<file path="src/design/gfr_pkg.sv">
// Shared types, codes and constants for the frame receiver and acknowledge tracker.
`timescale 1ns / 1ps
`default_nettype none
package gfr_pkg;

    localparam logic [7:0]  SYNC_FIRST    = 8'hB5;
    localparam logic [7:0]  SYNC_SECOND   = 8'h62;
    localparam logic [7:0]  ACK_CLASS     = 8'h05;
    localparam logic [7:0]  ACK_ID_ACK    = 8'h01;
    localparam logic [15:0] ACK_LEN       = 16'd2;
    localparam logic [15:0] TIMEOUT_RESET = 16'd1000;
    localparam logic [15:0] ELAPSED_MAX   = 16'hFFFF;

    typedef enum logic [1:0] {
        REQ_BYTE  = 2'd0,
        REQ_ISSUE = 2'd1,
        REQ_TICK  = 2'd2
    } t_req;

    typedef enum logic [2:0] {
        STAT_IDLE    = 3'd0,
        STAT_WAITING = 3'd1,
        STAT_ACKED   = 3'd2,
        STAT_NACKED  = 3'd3,
        STAT_TIMEOUT = 3'd4
    } t_status;

    typedef enum logic [1:0] {
        EV_NONE = 2'd0,
        EV_ACK  = 2'd1,
        EV_NAK  = 2'd2
    } t_ack_ev;

    typedef enum logic [8:0] {
        PH_SYNC1   = 9'b000000001,
        PH_SYNC2   = 9'b000000010,
        PH_CLASS   = 9'b000000100,
        PH_ID      = 9'b000001000,
        PH_LEN_LO  = 9'b000010000,
        PH_LEN_HI  = 9'b000100000,
        PH_PAYLOAD = 9'b001000000,
        PH_CK_A    = 9'b010000000,
        PH_CK_B    = 9'b100000000
    } t_phase;

    typedef enum logic [4:0] {
        TRK_IDLE    = 5'b00001,
        TRK_WAITING = 5'b00010,
        TRK_ACKED   = 5'b00100,
        TRK_NACKED  = 5'b01000,
        TRK_TIMEOUT = 5'b10000
    } t_trk;

    typedef struct packed {
        logic        payload_valid;
        logic [7:0]  payload_byte;
        logic        frame_done;
        logic        frame_ok;
        logic [7:0]  msg_class;
        logic [7:0]  msg_id;
        logic [15:0] msg_length;
        logic [7:0]  ack_first;
        logic [7:0]  ack_second;
    } t_rx_res;

    function automatic t_status status_code(input t_trk st);
        t_status code;
        case (st)
            TRK_IDLE:    code = STAT_IDLE;
            TRK_WAITING: code = STAT_WAITING;
            TRK_ACKED:   code = STAT_ACKED;
            TRK_NACKED:  code = STAT_NACKED;
            TRK_TIMEOUT: code = STAT_TIMEOUT;
            default:     code = STAT_IDLE;
        endcase
        return code;
    endfunction

endpackage
`default_nettype wire

</file>
<file path="src/design/gfr_frame_rx.sv">
// Byte parser: sync hunt, header fields, running Fletcher sum and frame check.
`timescale 1ns / 1ps
`default_nettype none
module gfr_frame_rx
    import gfr_pkg::*;
(
    input  wire logic    i_clk,
    input  wire logic    i_rst_n,
    input  wire logic    i_step,
    input  wire logic    i_is_byte,
    input  wire logic [7:0] i_byte,
    output t_rx_res      o_res
);

    t_phase      r_phase, n_phase;
    logic [7:0]  r_class, n_class;
    logic [7:0]  r_id, n_id;
    logic [15:0] r_len, n_len;
    logic [15:0] r_count, n_count;
    logic [7:0]  r_sum_a, n_sum_a;
    logic [7:0]  r_sum_b, n_sum_b;
    logic [7:0]  r_got_a, n_got_a;
    logic [7:0]  r_ack_first, n_ack_first;
    logic [7:0]  r_ack_second, n_ack_second;
    logic [7:0]  add_a;
    logic [7:0]  add_b;
    logic [15:0] count_inc;

    assign add_a     = r_sum_a + i_byte;
    assign add_b     = r_sum_b + add_a;
    assign count_inc = r_count + 16'd1;

    always_comb begin
        n_phase      = r_phase;
        n_class      = r_class;
        n_id         = r_id;
        n_len        = r_len;
        n_count      = r_count;
        n_sum_a      = r_sum_a;
        n_sum_b      = r_sum_b;
        n_got_a      = r_got_a;
        n_ack_first  = r_ack_first;
        n_ack_second = r_ack_second;
        o_res.payload_valid = 1'b0;
        o_res.payload_byte  = 8'd0;
        o_res.frame_done    = 1'b0;
        o_res.frame_ok      = 1'b0;
        if (i_is_byte) begin
            case (r_phase)
                PH_SYNC1: begin
                    if (i_byte == SYNC_FIRST) begin
                        n_phase = PH_SYNC2;
                    end
                end
                PH_SYNC2: begin
                    if (i_byte == SYNC_SECOND) begin
                        n_phase = PH_CLASS;
                        n_sum_a = 8'd0;
                        n_sum_b = 8'd0;
                    end else if (i_byte != SYNC_FIRST) begin
                        n_phase = PH_SYNC1;
                    end
                end
                PH_CLASS: begin
                    n_class = i_byte;
                    n_sum_a = add_a;
                    n_sum_b = add_b;
                    n_phase = PH_ID;
                end
                PH_ID: begin
                    n_id    = i_byte;
                    n_sum_a = add_a;
                    n_sum_b = add_b;
                    n_phase = PH_LEN_LO;
                end
                PH_LEN_LO: begin
                    n_len   = {8'd0, i_byte};
                    n_sum_a = add_a;
                    n_sum_b = add_b;
                    n_phase = PH_LEN_HI;
                end
                PH_LEN_HI: begin
                    n_len   = {i_byte, r_len[7:0]};
                    n_sum_a = add_a;
                    n_sum_b = add_b;
                    n_count = 16'd0;
                    n_phase = ({i_byte, r_len[7:0]} == 16'd0) ? PH_CK_A : PH_PAYLOAD;
                end
                PH_PAYLOAD: begin
                    n_sum_a = add_a;
                    n_sum_b = add_b;
                    o_res.payload_valid = 1'b1;
                    o_res.payload_byte  = i_byte;
                    if (r_count == 16'd0) begin
                        n_ack_first = i_byte;
                    end else if (r_count == 16'd1) begin
                        n_ack_second = i_byte;
                    end
                    n_count = count_inc;
                    if (count_inc >= r_len) begin
                        n_phase = PH_CK_A;
                    end
                end
                PH_CK_A: begin
                    n_got_a = i_byte;
                    n_phase = PH_CK_B;
                end
                PH_CK_B: begin
                    o_res.frame_done = 1'b1;
                    o_res.frame_ok   = (r_got_a == r_sum_a) && (i_byte == r_sum_b);
                    n_phase          = PH_SYNC1;
                end
                default: begin
                    n_phase = PH_SYNC1;
                end
            endcase
        end
        o_res.msg_class  = n_class;
        o_res.msg_id     = n_id;
        o_res.msg_length = n_len;
        o_res.ack_first  = r_ack_first;
        o_res.ack_second = r_ack_second;
    end

    always_ff @(posedge i_clk) begin
        if (!i_rst_n) begin
            r_phase      <= PH_SYNC1;
            r_class      <= 8'd0;
            r_id         <= 8'd0;
            r_len        <= 16'd0;
            r_count      <= 16'd0;
            r_sum_a      <= 8'd0;
            r_sum_b      <= 8'd0;
            r_got_a      <= 8'd0;
            r_ack_first  <= 8'd0;
            r_ack_second <= 8'd0;
        end else if (i_step) begin
            r_phase      <= n_phase;
            r_class      <= n_class;
            r_id         <= n_id;
            r_len        <= n_len;
            r_count      <= n_count;
            r_sum_a      <= n_sum_a;
            r_sum_b      <= n_sum_b;
            r_got_a      <= n_got_a;
            r_ack_first  <= n_ack_first;
            r_ack_second <= n_ack_second;
        end
    end

endmodule
`default_nettype wire

</file>
<file path="src/design/gfr_cmd_track.sv">
// Command tracker: issue, acknowledge match, tick count and timeout.
`timescale 1ns / 1ps
`default_nettype none
module gfr_cmd_track
    import gfr_pkg::*;
(
    input  wire logic        i_clk,
    input  wire logic        i_rst_n,
    input  wire logic        i_cfg_wr_en,
    input  wire logic [15:0] i_cfg_wr_data,
    input  wire logic        i_step,
    input  wire logic [1:0]  i_req,
    input  wire logic [7:0]  i_cmd_class,
    input  wire logic [7:0]  i_cmd_id,
    input  wire t_rx_res     i_rx,
    output logic             o_accepted,
    output logic [2:0]       o_status,
    output logic [1:0]       o_ack_ev
);

    logic [15:0] r_timeout;
    t_trk        r_state, n_state;
    logic [7:0]  r_pend_class, n_pend_class;
    logic [7:0]  r_pend_id, n_pend_id;
    logic [15:0] r_elapsed, n_elapsed;
    t_ack_ev     ack_ev;
    logic        ack_match;

    assign ack_match = i_rx.frame_done && i_rx.frame_ok && (i_rx.msg_class == ACK_CLASS)
                     && (i_rx.msg_length == ACK_LEN) && (r_state == TRK_WAITING)
                     && (i_rx.ack_first == r_pend_class) && (i_rx.ack_second == r_pend_id);

    always_comb begin
        n_state      = r_state;
        n_pend_class = r_pend_class;
        n_pend_id    = r_pend_id;
        n_elapsed    = r_elapsed;
        o_accepted   = 1'b0;
        ack_ev       = EV_NONE;
        case (i_req)
            REQ_BYTE: begin
                if (ack_match) begin
                    if (i_rx.msg_id == ACK_ID_ACK) begin
                        n_state = TRK_ACKED;
                        ack_ev  = EV_ACK;
                    end else begin
                        n_state = TRK_NACKED;
                        ack_ev  = EV_NAK;
                    end
                end
            end
            REQ_ISSUE: begin
                if (r_state != TRK_WAITING) begin
                    n_pend_class = i_cmd_class;
                    n_pend_id    = i_cmd_id;
                    n_state      = TRK_WAITING;
                    n_elapsed    = 16'd0;
                    o_accepted   = 1'b1;
                end
            end
            REQ_TICK: begin
                if (r_state == TRK_WAITING) begin
                    if (r_elapsed != ELAPSED_MAX) begin
                        n_elapsed = r_elapsed + 16'd1;
                    end
                    if (n_elapsed >= r_timeout) begin
                        n_state = TRK_TIMEOUT;
                    end
                end
            end
            default: begin
                n_state = r_state;
            end
        endcase
        o_status = status_code(n_state);
        o_ack_ev = ack_ev;
    end

    always_ff @(posedge i_clk) begin
        if (!i_rst_n) begin
            r_timeout <= TIMEOUT_RESET;
        end else if (i_cfg_wr_en) begin
            r_timeout <= i_cfg_wr_data;
        end
    end

    always_ff @(posedge i_clk) begin
        if (!i_rst_n) begin
            r_state      <= TRK_IDLE;
            r_pend_class <= 8'd0;
            r_pend_id    <= 8'd0;
            r_elapsed    <= 16'd0;
        end else if (i_step) begin
            r_state      <= n_state;
            r_pend_class <= n_pend_class;
            r_pend_id    <= n_pend_id;
            r_elapsed    <= n_elapsed;
        end
    end

endmodule
`default_nettype wire

</file>
<file path="src/design/gnss_frame_receiver_ack_tracker.sv">
// Top level: input word register, frame parser, command tracker and result register.
//
//  Channel | Direction | Handshake                  | Word
//  in      | input     | i_in_valid / o_in_stall    | req_type, rx_byte, cmd_class, cmd_id
//  out     | output    | o_out_valid / i_out_stall  | payload, frame, header, command fields
//  cfg     | input     | i_cfg_wr_en                | timeout_ticks (16 bit)
//
// One word per cycle sustained while i_out_stall is low; a result word goes through the input
// register, then the result register, to o_out_valid and leaves when i_out_stall is low.
// Reset is synchronous, active low: parser hunts for the first sync byte, tracker idle,
// timeout 1000 ticks. The result register stalls on i_out_stall; the input register then
// fills and o_in_stall rises, so no word is lost or repeated.
`timescale 1ns / 1ps
`default_nettype none
module gnss_frame_receiver_ack_tracker
    import gfr_pkg::*;
(
    input  wire logic        i_clk,
    input  wire logic        i_rst_n,
    input  wire logic        i_cfg_wr_en,
    input  wire logic [15:0] i_cfg_wr_data,
    input  wire logic        i_in_valid,
    output logic             o_in_stall,
    input  wire logic [1:0]  i_req_type,
    input  wire logic [7:0]  i_rx_byte,
    input  wire logic [7:0]  i_cmd_class,
    input  wire logic [7:0]  i_cmd_id,
    output logic             o_out_valid,
    input  wire logic        i_out_stall,
    output logic             o_payload_valid,
    output logic [7:0]       o_payload_byte,
    output logic             o_frame_done,
    output logic             o_frame_ok,
    output logic [7:0]       o_msg_class,
    output logic [7:0]       o_msg_id,
    output logic [15:0]      o_msg_length,
    output logic             o_cmd_accepted,
    output logic [2:0]       o_cmd_status,
    output logic [1:0]       o_ack_event
);

    logic        r_in_valid;
    logic [1:0]  r_req;
    logic [7:0]  r_byte;
    logic [7:0]  r_cmd_class;
    logic [7:0]  r_cmd_id;
    logic        r_out_valid;
    logic        advance;
    logic        step;
    logic        in_take;
    t_rx_res     rx_res;
    logic        accepted;
    logic [2:0]  status;
    logic [1:0]  ack_ev;

    assign advance    = !r_out_valid || !i_out_stall;
    assign step       = r_in_valid && advance;
    assign o_in_stall = r_in_valid && !advance;
    assign in_take    = i_in_valid && !o_in_stall;

    always_ff @(posedge i_clk) begin
        if (!i_rst_n) begin
            r_in_valid <= 1'b0;
        end else if (advance || !r_in_valid) begin
            r_in_valid <= i_in_valid;
        end
    end

    always_ff @(posedge i_clk) begin
        if (in_take) begin
            r_req       <= i_req_type;
            r_byte      <= i_rx_byte;
            r_cmd_class <= i_cmd_class;
            r_cmd_id    <= i_cmd_id;
        end
    end

    gfr_frame_rx u_rx (
        .i_clk     (i_clk),
        .i_rst_n   (i_rst_n),
        .i_step    (step),
        .i_is_byte (r_req == REQ_BYTE),
        .i_byte    (r_byte),
        .o_res     (rx_res)
    );

    gfr_cmd_track u_trk (
        .i_clk         (i_clk),
        .i_rst_n       (i_rst_n),
        .i_cfg_wr_en   (i_cfg_wr_en),
        .i_cfg_wr_data (i_cfg_wr_data),
        .i_step        (step),
        .i_req         (r_req),
        .i_cmd_class   (r_cmd_class),
        .i_cmd_id      (r_cmd_id),
        .i_rx          (rx_res),
        .o_accepted    (accepted),
        .o_status      (status),
        .o_ack_ev      (ack_ev)
    );

    always_ff @(posedge i_clk) begin
        if (!i_rst_n) begin
            r_out_valid <= 1'b0;
        end else if (advance) begin
            r_out_valid <= r_in_valid;
        end
    end

    always_ff @(posedge i_clk) begin
        if (step) begin
            o_payload_valid <= rx_res.payload_valid;
            o_payload_byte  <= rx_res.payload_byte;
            o_frame_done    <= rx_res.frame_done;
            o_frame_ok      <= rx_res.frame_ok;
            o_msg_class     <= rx_res.msg_class;
            o_msg_id        <= rx_res.msg_id;
            o_msg_length    <= rx_res.msg_length;
            o_cmd_accepted  <= accepted;
            o_cmd_status    <= status;
            o_ack_event     <= ack_ev;
        end
    end

    assign o_out_valid = r_out_valid;

endmodule
`default_nettype wire

</file>
<file path="config.mk">
export PLATFORM = sky130hd
export DESIGN_NAME = gnss_frame_receiver_ack_tracker
export DESIGN_NICKNAME = d
export VERILOG_FILES = /design/src/design/gfr_pkg.sv /design/src/design/gfr_frame_rx.sv /design/src/design/gfr_cmd_track.sv /design/src/design/gnss_frame_receiver_ack_tracker.sv
export SDC_FILE = /design/constraint.sdc
export NUM_CORES = 1
export LEC_CHECK = 0
export ABC_AREA = 1
export BUFFER_PORTS_ARGS = -buffer_cell sky130_fd_sc_hd__buf_2
export CAP_MARGIN = 20
export CORE_MARGIN = 5
export CORE_UTILIZATION = 60
export DETAILED_ROUTE_END_ITERATION = 7
export PLACE_DENSITY = 0.78
export SLEW_MARGIN = 10
export SYNTH_ARGS = -nofsm -noshare
export SYNTH_HDL_FRONTEND = slang
export SYNTH_SLANG_ARGS = --single-unit
</file>
<file path="constraint.sdc">
create_clock -name i_clk -period 4.2 [get_ports i_clk]
set_clock_uncertainty 0.05 [all_clocks]
set_input_delay 0.84 -clock i_clk [delete_from_list [all_inputs] [get_ports i_clk]]
set_output_delay 0.84 -clock i_clk [all_outputs]
set_load 0.05 [all_outputs]
</file>
After elaboration in Yosys (flattened, before gate mapping)
Index checks and enable logic that the tools add are counted.
- output and inout bits: 51
- bits in registers: 227
- bits of input ports: 47
- logic and storage cells: 141
- muxes and demuxes: 34
- reductions and logical operators: 34
- bitwise gates (word level): 1
- add/sub/neg operators: 4
- $lt $le $gt $ge: 2
- eq/ne operators: 35
- operators with widths (cell ; count):
    two-way mux 16 bit ; 6
    case mux 16 bit (2 select lines) ; 3
    case mux 9 bit (8 select lines) ; 1
    two-way mux 8 bit ; 6
    two-way mux 9 bit ; 5
    adder 16 x 1 -> 16 bit, second input constant ; 2
    equality test 8 bit ; 4
    greater-or-equal comparator 16 bit ; 2
    zero test 16 bit ; 2
    case mux 8 bit (2 select lines) ; 2
    two-way mux 5 bit ; 4
    adder 8 bit ; 2
    equality test 16 x 1 -> 1 bit, second input constant ; 1
    equality test 16 x 2 -> 1 bit, second input constant ; 1
    != test 16 bit, second input constant ; 1
    case mux 5 bit (3 select lines) ; 1
    case mux 3 bit (4 select lines) ; 1
    AND reduction 4 bit ; 3
    equality test 5 x 2 -> 1 bit, second input constant ; 2
    logical AND 1 bit ; 10
    != test 2 x 1 -> 1 bit, second input constant ; 5
    AND reduction 5 bit ; 2
    equality test 9 x 1 -> 1 bit, second input constant ; 1
    equality test 9 x 2 -> 1 bit, second input constant ; 1
    other kinds (30) ; 42

Logic depth before layout (Yosys ltp)
Gate-level depths: netlist (run 1).
- depth in word-level cells: 14
- gate-level depth with buffers: 28
- gate-level depth less buffers: 28

By module
A second synthesis (run 1) with hierarchy kept.
- cell total of the unflattened synthesis: 1477
- area total of the unflattened synthesis: 11553.6 sq um
- by module, submodules not included (module ; area each (sq um) ; times used ; cells an instance):
    gfr_frame_rx ; 5901.9 ; 1 ; 879
    gfr_cmd_track ; 3300.7 ; 1 ; 509
    gnss_frame_receiver_ack_tracker ; 2351.0 ; 1 ; 89

Worst setup path after synthesis (run 1)
No wires, ideal clock.
- path type: input-to-reg
- from: input i_out_stall
- to: register u_rx.r_class[1]
- required time: 4.026 ns
- cell stages on the path: 8
- slack: 0.760 ns
- path buffers: 2
- arrival: 3.266 ns
- cell sequence: nand2_1 inv_1 nor2_1 clkbuf_1 buf_1 nand2_1 o211ai_1 inv_1
- longest elaborated chain between the ends: 3
- RTL lines (what ; RTL line ; text):
    start, declared ; gnss_frame_receiver_ack_tracker.sv:29 ; input wire logic i_out_stall,
    zero test 1 bit ; gnss_frame_receiver_ack_tracker.sv:56 ; assign advance = !r_out_valid || !i_out_stall;
    logical OR 1 bit ; gnss_frame_receiver_ack_tracker.sv:56 ;
    logical AND 1 bit ; gnss_frame_receiver_ack_tracker.sv:57 ; assign step = r_in_valid && advance;
    named net step ; gnss_frame_receiver_ack_tracker.sv:49 ; logic step;
    end signal, assigned ; gfr_frame_rx.sv:139 ; r_class <= n_class;
    end, declared ; gfr_frame_rx.sv:16 ; logic [7:0] r_class, n_class;
The timed path passes the listed nets, and every way through them passes these cells.
A chain may end at the register's enable or synchronous reset.

Worst setup path after layout (run 1)
- from: register u_trk.r_elapsed[0]
- to: register o_cmd_status[0], data pin
- longest elaborated chain between the ends: 10
- elaborated cells between the ends (all ways): 14
- RTL lines (what ; RTL line ; text):
    start, declared ; gfr_cmd_track.sv:25 ; logic [15:0] r_elapsed, n_elapsed;
    start signal, assigned ; gfr_cmd_track.sv:97 ; r_elapsed <= n_elapsed;
    adder 16 x 1 -> 16 bit / != test 16 bit (equally long branches) ; gfr_cmd_track.sv:64, gfr_cmd_track.sv:63 ;
    two-way mux 16 bit (*) ; gfr_cmd_track.sv:63 ; if (r_elapsed != ELAPSED_MAX) begin
    two-way mux 16 bit (*) ; gfr_cmd_track.sv:62 ; if (r_state == TRK_WAITING) begin
    two-way mux 16 bit (*) ; gfr_cmd_track.sv:40 ; case (i_req)
    greater-or-equal comparator 16 bit (*) ; gfr_cmd_track.sv:66 ; if (n_elapsed >= r_timeout) begin
    two-way mux 5 bit (*) ; gfr_cmd_track.sv:66 ;
    two-way mux 5 bit (*) ; gfr_cmd_track.sv:62 ;
    case mux 5 bit (3 select lines) (*) ; gfr_cmd_track.sv:40 ;
    equality test 5 bit, or another cell as far along ; gfr_pkg.sv:68 ; case (st)
    case mux 3 bit (4 select lines) (*) ; gfr_pkg.sv:68 ;
    named net status[0] ; gnss_frame_receiver_ack_tracker.sv:53 ; logic [2:0] status;
    end signal, assigned ; gnss_frame_receiver_ack_tracker.sv:120 ; o_cmd_status <= status;
    end, declared ; gnss_frame_receiver_ack_tracker.sv:38 ; output logic [2:0] o_cmd_status,
The timed path passes the listed nets; every way through them passes the cells marked *. The select of a mux whose other input is x is not followed.

==> results.yml, run 1 <==
placement:
  io_buffers: 97
  gp_congestion: 0.934
  dp_hpwl_um: 19900
drt:
  vias: 9737
  drtIter0Drc: 724
  dr_wl_met2_um: 13200
  wl_per_cell_um: 15.6
  drtPass1Iterations: 5
  vias_per_cell: 5.49
  antenna_left: 0
  wirelength_met1_um: 11800
  wl_met3_um: 1730
  drc: 0
  top_layer: "met4"
  drt_wl_total_um: 27600
cts:
  cts_tree: "done"
  path_clk_slew_ps: 60
  numCtsBuffers: 24
  cts_hold_buf: 0
  clockBufferDepth: 3
  root_buffer: "clkbuf_16"
  htree_levels: 1
  cts_sinks: 227
  clock_latency_ps: 510
worst_setup_path:
  cp-end-kind: "flop"
  crit_path_start_kind: "flop"
  path_max_fanout: 5
  worstPathRequired_ps: 4420
  path_class: "flop to flop"
  arrival_ps: 4030
grt:
  grt.overflow.total: 0
  grt_max_degree: 67
  grt_pass1_wl_um: 45200
  antenna_found_initial: 0
  grt_pass1_vias: 9324
  grt_util_all_layers_pct: 24.9
status:
  run_status: "complete, no violations"
yosys:
  synth_ff_type: "dfxtp_1"
  synth_top_area_share_pct: 26.6
  ys_warn_count: 0
  synth.avg_cell_area_um2: 7.99
  async_flop_share_pct: 0
  ys_seq_area_share_pct: 46.3
  synthDistinctLibCells: 51
  synth-edff-count: 75
  ys_ff_latch: 227
  yosys-top-cells-area: "dfxtp_1, edfxtp_1, nand2_1"
  yosys.area.top_type: "dfxtp_1"
  synthCells: 1431
  syn_area_um2: 11400
  synth_nets: 1534
timing:
  tightestPinTransition_ps: 830
  period_share_pct: 90.7
  drv_slew: 0
  hold_viol_final: 0
  rsz0062_at_grt: "false"
  fin_crit_ps: 3810
  holdWs_ps: 420
  max_slew_margin_pct: 44.7
  fin_setup_tns_ps: 0
  max_freq_mhz: 262
  setup_viol: 0
floorplan:
  start_util_pct: 61.1
  dieArea_um2: 21900
  boundaryPins: 98
  core_um2: 18700
  chipHeight_um: 148
  rows: 50
  dieWidth_um: 148
flow_run:
  drv_cap: 0
power_and_ir_drop:
  vdd_drop_max_mv: 0.375
  p_leak_nw: 5.75
  p_per_area_nw_per_um2: 390
finish:
  diodes: 0
  layout-drive-gt1-share_pct: 13.0
  final_nets: 1624
  area_growth_pct: 13.4
min_path:
  hp-class: "flop to flop"
critical path, cell delays in order, from the launching register on:
cell      delay (ps)
dfxtp_1          390
ha_1             170
inv_1             70
nor3_2           220
inv_1            120
nor3_1           240
nand3_1          210
nor2_4           180
nor4_1            80
nand2_1          110
nor2_1            70
xor2_1           170
ha_1             300
nand2_1           70
nor2_1           130
nand2_1           70
o211ai_1          80
nand2_1           70
nand3_1           90
nand2_1          100
nand2_1           70
nand2_1           40
o211ai_1          80
nand2_1           90
inv_1            120
nor2_1            70
nand2_1           60
nand2_1           50
power breakdown:
part / internal [W] / leakage [nW] / switching, W
Clock: 0.00135 / 0.401 / 0.000849
Combinational: 0.000128 / 3.38 / 0.000327
Sequential: 0.00235 / 1.97 / 0.0000455
path summary, 6_finish.rpt:
path	from	slack, ps	cells after the start	to
setup / recovery	u_trk.r_elapsed[0]	390	27	o_cmd_status[0]
hold / removal	u_trk.r_elapsed[2]	420	2	u_trk.r_elapsed[2]
setup reg to reg	u_trk.r_elapsed[0]	390	27	o_cmd_status[0]
hold reg to reg	u_trk.r_elapsed[2]	420	2	u_trk.r_elapsed[2]
flip-flops by register name, summed over array words and instances (netlist names), 9 cells and up:
register and flops:
u_trk.r_timeout 16, u_rx.r_len 16, u_rx.r_count 16, u_rx.r_phase 9
o_msg_length 16, u_trk.r_elapsed 16
stage by stage:
step	utilization [%]	cell area [um2]	setup slack, ps	total power (W)	instances
after floorplan	-	11400	760	0.00276	1431
after global placement	64.6	12100	464	0.00288	1726
after detailed placement	64.6	12100	306	0.00289	1726
after CTS	69.1	12900	296	0.00508	1770
after global routing	69.3	13000	13.5	0.00525	1773
final	69.3	13000	389	0.00505	1773
per-layer routing:
metal / GRT usage (%) / vias up
li1: - / 4907
met1: 32.1 / 4474
met2: 42.7 / 292
met3: 4.20 / 64
met4: 8.50 / 0
met5: 0 / -
cell families (layout without fill, tap and decap cells):
family	after synthesis	after routing	synth area share (%)
buffers and inverters	246	354	8.39
adder cells (fa/ha/maj)	56	56	6.26
multiplexers	1	1	0.0876
flip-flops	227	227	46.3
XOR/XNOR	45	45	3.45
AO/OA/AOI/OAI	297	297	14.0
AND/OR/NAND/NOR	559	559	21.5
what timing repair did:
action / in CTS / in global routing
setup endpoints to repair: 0 / 10
gates resized for setup: 0 / 3
buffers inserted: 0 / 1
Yosys cell counts (all sizes together) (11+ instances only):
cell,instances
a211oi,16
a21oi,147
buf,13
clkbuf,33
dfxtp,152
edfxtp,75
ha,54
inv,198
nand2,279
nand3,56
nand4,17
nor2,162
nor3,28
o211ai,11
o21ai,108
xnor2,17
xor2,28
layout by cell type, fill, tap and decap left out, drive strengths merged, types with 8 or more instances in the layout:
cell / n
a211oi: 16
a21oi: 147
buf: 110
clkbuf: 35
clkinv: 8
dfxtp: 152
edfxtp: 75
ha: 54
inv: 196
nand2: 279
nand3: 56
nand4: 17
nor2: 162
nor3: 28
nor4: 10
o211ai: 11
o21ai: 108
xnor2: 17
xor2: 28
area by class of cell:
class,instances,area (um2)
clock buffers,35,704
inverters,200,756
repair buffers,110,603
well taps,234,293
fillers,1541,5740
multi-input cells,958,5190
flip-flops and latches,227,5300
clock inverters,9,125
(Power assumes the default switching activity.)
==> inputs of run 2 (changes only) <==
--- a/config.mk
+++ b/config.mk
@@ -6,13 +6,13 @@
 export NUM_CORES = 1
 export LEC_CHECK = 0
 export ABC_AREA = 1
-export BUFFER_PORTS_ARGS = -buffer_cell sky130_fd_sc_hd__buf_2
 export CAP_MARGIN = 20
 export CORE_MARGIN = 5
-export CORE_UTILIZATION = 60
+export CORE_UTILIZATION = 58
 export DETAILED_ROUTE_END_ITERATION = 7
-export PLACE_DENSITY = 0.78
-export SLEW_MARGIN = 10
+export DONT_BUFFER_PORTS = 1
+export PLACE_DENSITY = 0.74
+export SLEW_MARGIN = 20
 export SYNTH_ARGS = -nofsm -noshare
 export SYNTH_HDL_FRONTEND = slang
 export SYNTH_SLANG_ARGS = --single-unit
==> constraint.sdc (replaced) <==
create_clock -name i_clk -period 3.1 [get_ports i_clk]
set_clock_uncertainty 0.05 [all_clocks]
set_input_delay 0.62 -clock i_clk [delete_from_list [all_inputs] [get_ports i_clk]]
set_output_delay 0.62 -clock i_clk [all_outputs]
set_load 0.05 [all_outputs]
==> run 2 against run 1 <==
Net effect:
- the run now ends with setup timing left
- die area rose by 3.2%
- routed wire length rose by 9.3%
- cell area rose by 6.4%
- count of clock-buffer cells in the layout did not move
- critical path type unchanged
- combinational power rose by 13%
- sequential share of layout area fell by 2.4 points
- power rose by 36%
- clock power rose by 36%
==> results.yml, run 2 (synthesis gave the netlist of run 1 again) <==
status:
  run_status: "complete, but fails checks"
  failed_checks: "setup timing"
worst_setup_path:
  path_class: "flop to flop"
  timing.rr.start: "u_trk.r_elapsed[0]"
  cp-end-kind: "flop"
  arrival_ps: 3740
  crit_path_start: "u_trk.r_elapsed[0]"
  r2r_cells: 23
  path_max_fanout: 5
  crit_path_start_kind: "flop"
  worstPathRequired_ps: 3510
finish:
  fillers: 1487
  area_growth_pct: 20.7
  final_nets: 1630
  diodes: 0
  final_cell_mix: "nand2_1, inv_1, dfxtp_1"
  layout_commonest_cell: "nand2_1"
  utilization_pct: 70.9
  layout-drive-gt1-share_pct: 19.3
power_and_ir_drop:
  p_leak_nw: 6.05
  power.switching_w: 0.00170
  switching_share_pct: 24.8
  power_frac_seq_pct: 48.8
  p_per_area_nw_per_um2: 498
  p_clk_share_pct: 43.7
  pwr-share-comb_pct: 7.5
  vdd_drop_max_mv: 0.630
  internal_power_w: 0.00517
timing:
  hold_viol_final: 0
  period_share_pct: 107
  rsz0062_at_grt: "true"
  fin_crit_ps: 3330
  setup_viol: 16
  drv_slew: 0
  max_freq_mhz: 300
  tightestPinTransition_ps: 715
  max_slew_margin_pct: 52.2
  finalWorstSetupSlack_ps: -231
  holdWs_ps: 137
grt:
  grt.overflow.total: 0
  grt_pass1_wl_um: 46200
  grt_util_all_layers_pct: 25.2
  grt_pass1_vias: 9349
  grt_max_degree: 68
  antenna_found_initial: 0
drt:
  vias_per_cell: 5.54
  drtPass1Iterations: 5
  vias: 10000
  drtIter0Drc: 823
  antenna_left: 0
  drc: 0
  wl_per_cell_um: 16.6
  drt_wl_total_um: 30100
cts:
  root_buffer: "clkbuf_16"
  clock_latency_ps: 520
  numCtsBuffers: 25
  cts_tree: "done"
  cts_sinks: 227
  clockBufferDepth: 3
  htree_levels: 1
  path_clk_slew_ps: 60
  cts_hold_buf: 0
floorplan:
  dieWidth_um: 150
  core_um2: 19500
  chipHeight_um: 150
  dieArea_um2: 22600
  rows: 51
  boundaryPins: 98
  start_util_pct: 58.7
min_path:
  hp-class: "primary input to flop"
  min-delay-start: "i_cmd_class[3]"
  min_path_cells: 0
placement:
  gp_congestion: 0.954
  preCtsSetupSlack_ps: -265
  io_buffers: 0
  dp_hpwl_um: 20200
flow_run:
  drv_cap: 0
run 2: changes by cell type in the layout (fill, tap and decap cells not counted), moves of 13 or more:
cell and delta:
buf_2 -97, buf_4 +94, nand2_1 -16, o21ai_0 -13, nand2_2 +13
run 2: what timing repair did:
item                                    4_1_cts  5_1_grt
resized for setup                            44       88
pin swaps                                    37       57
setup buffers                                20       14
endpoints found under the setup margin       15       17
run 2: metrics by stage:
stage / std cells / power [W] / TNS, ps / cell area (um2)
2_1_floorplan: 1431 / 0.00374 / -219 / 11500
3_3_place_gp: 1730 / 0.00387 / -1310 / 12200
3_5_place_dp: 1730 / 0.00388 / -1820 / 12200
4_1_cts: 1796 / 0.00687 / -1170 / 13300
5_1_grt: 1811 / 0.00710 / -5380 / 13800
6_report: 1811 / 0.00687 / -2190 / 13800
run 2: per-layer routing:
layer / share of wire (%) / routed length (um) / vias to the layer above / GRT usage [%]
met4: 3.5 / 1050 / 0 / 9.19
met3: 7.1 / 2130 / 81 / 5.09
met5: 0 / 0 / - / 0
met1: 41 / 12300 / 4673 / 31.2
met2: 49 / 14700 / 354 / 43.5
li1: - / - / 4919 / -
run 2: final timing paths:
check	end	slack (ps)
worst min-delay path	r_cmd_class[3]	140
worst min register to register	u_trk.r_elapsed[2]	410
worst max register to register	u_trk.r_state[1]	-230
worst max-delay path	u_trk.r_state[1]	-230
run 2: critical path, cell delays in order (launching register included):
cell	delay [ps]
dfxtp_2	330
ha_1	150
inv_2	50
nor3_4	170
inv_2	70
nor3_4	140
nand3_2	130
nor2_4	230
buf_6	120
nor2_1	50
xor2_1	210
ha_1	280
a21oi_1	130
o21ai_1	90
a21oi_2	160
nand3_2	110
nand2_2	90
nand3_2	70
nand3_2	90
nand2_2	60
buf_4	130
buf_4	120
buf_4	120
a21oi_1	100
run 2: area by class of cell:
cell class	instances	area, um2	area share [%]
clock buffer	35	726	5.26
clock inverter	11	113	0.816
inverter	200	768	5.57
multi-input combinational	958	5640	40.9
sequential	227	5310	38.5
tap	265	332	2.40
timing repair buffer	115	911	6.60
run 2: power groups by stage:
| stage | Combinational [W] | Clock, W | Sequential [W] |
|---|---|---|---|
| detailed placement | 0.000467 | 0 | 0.00342 |
| CTS | 0.000483 | 0.00303 | 0.00335 |
| finish | 0.000515 | 0.00300 | 0.00335 |
| floorplan | 0.000336 | 0 | 0.00340 |
| global route | 0.000576 | 0.00316 | 0.00336 |
| global placement | 0.000452 | 0 | 0.00341 |
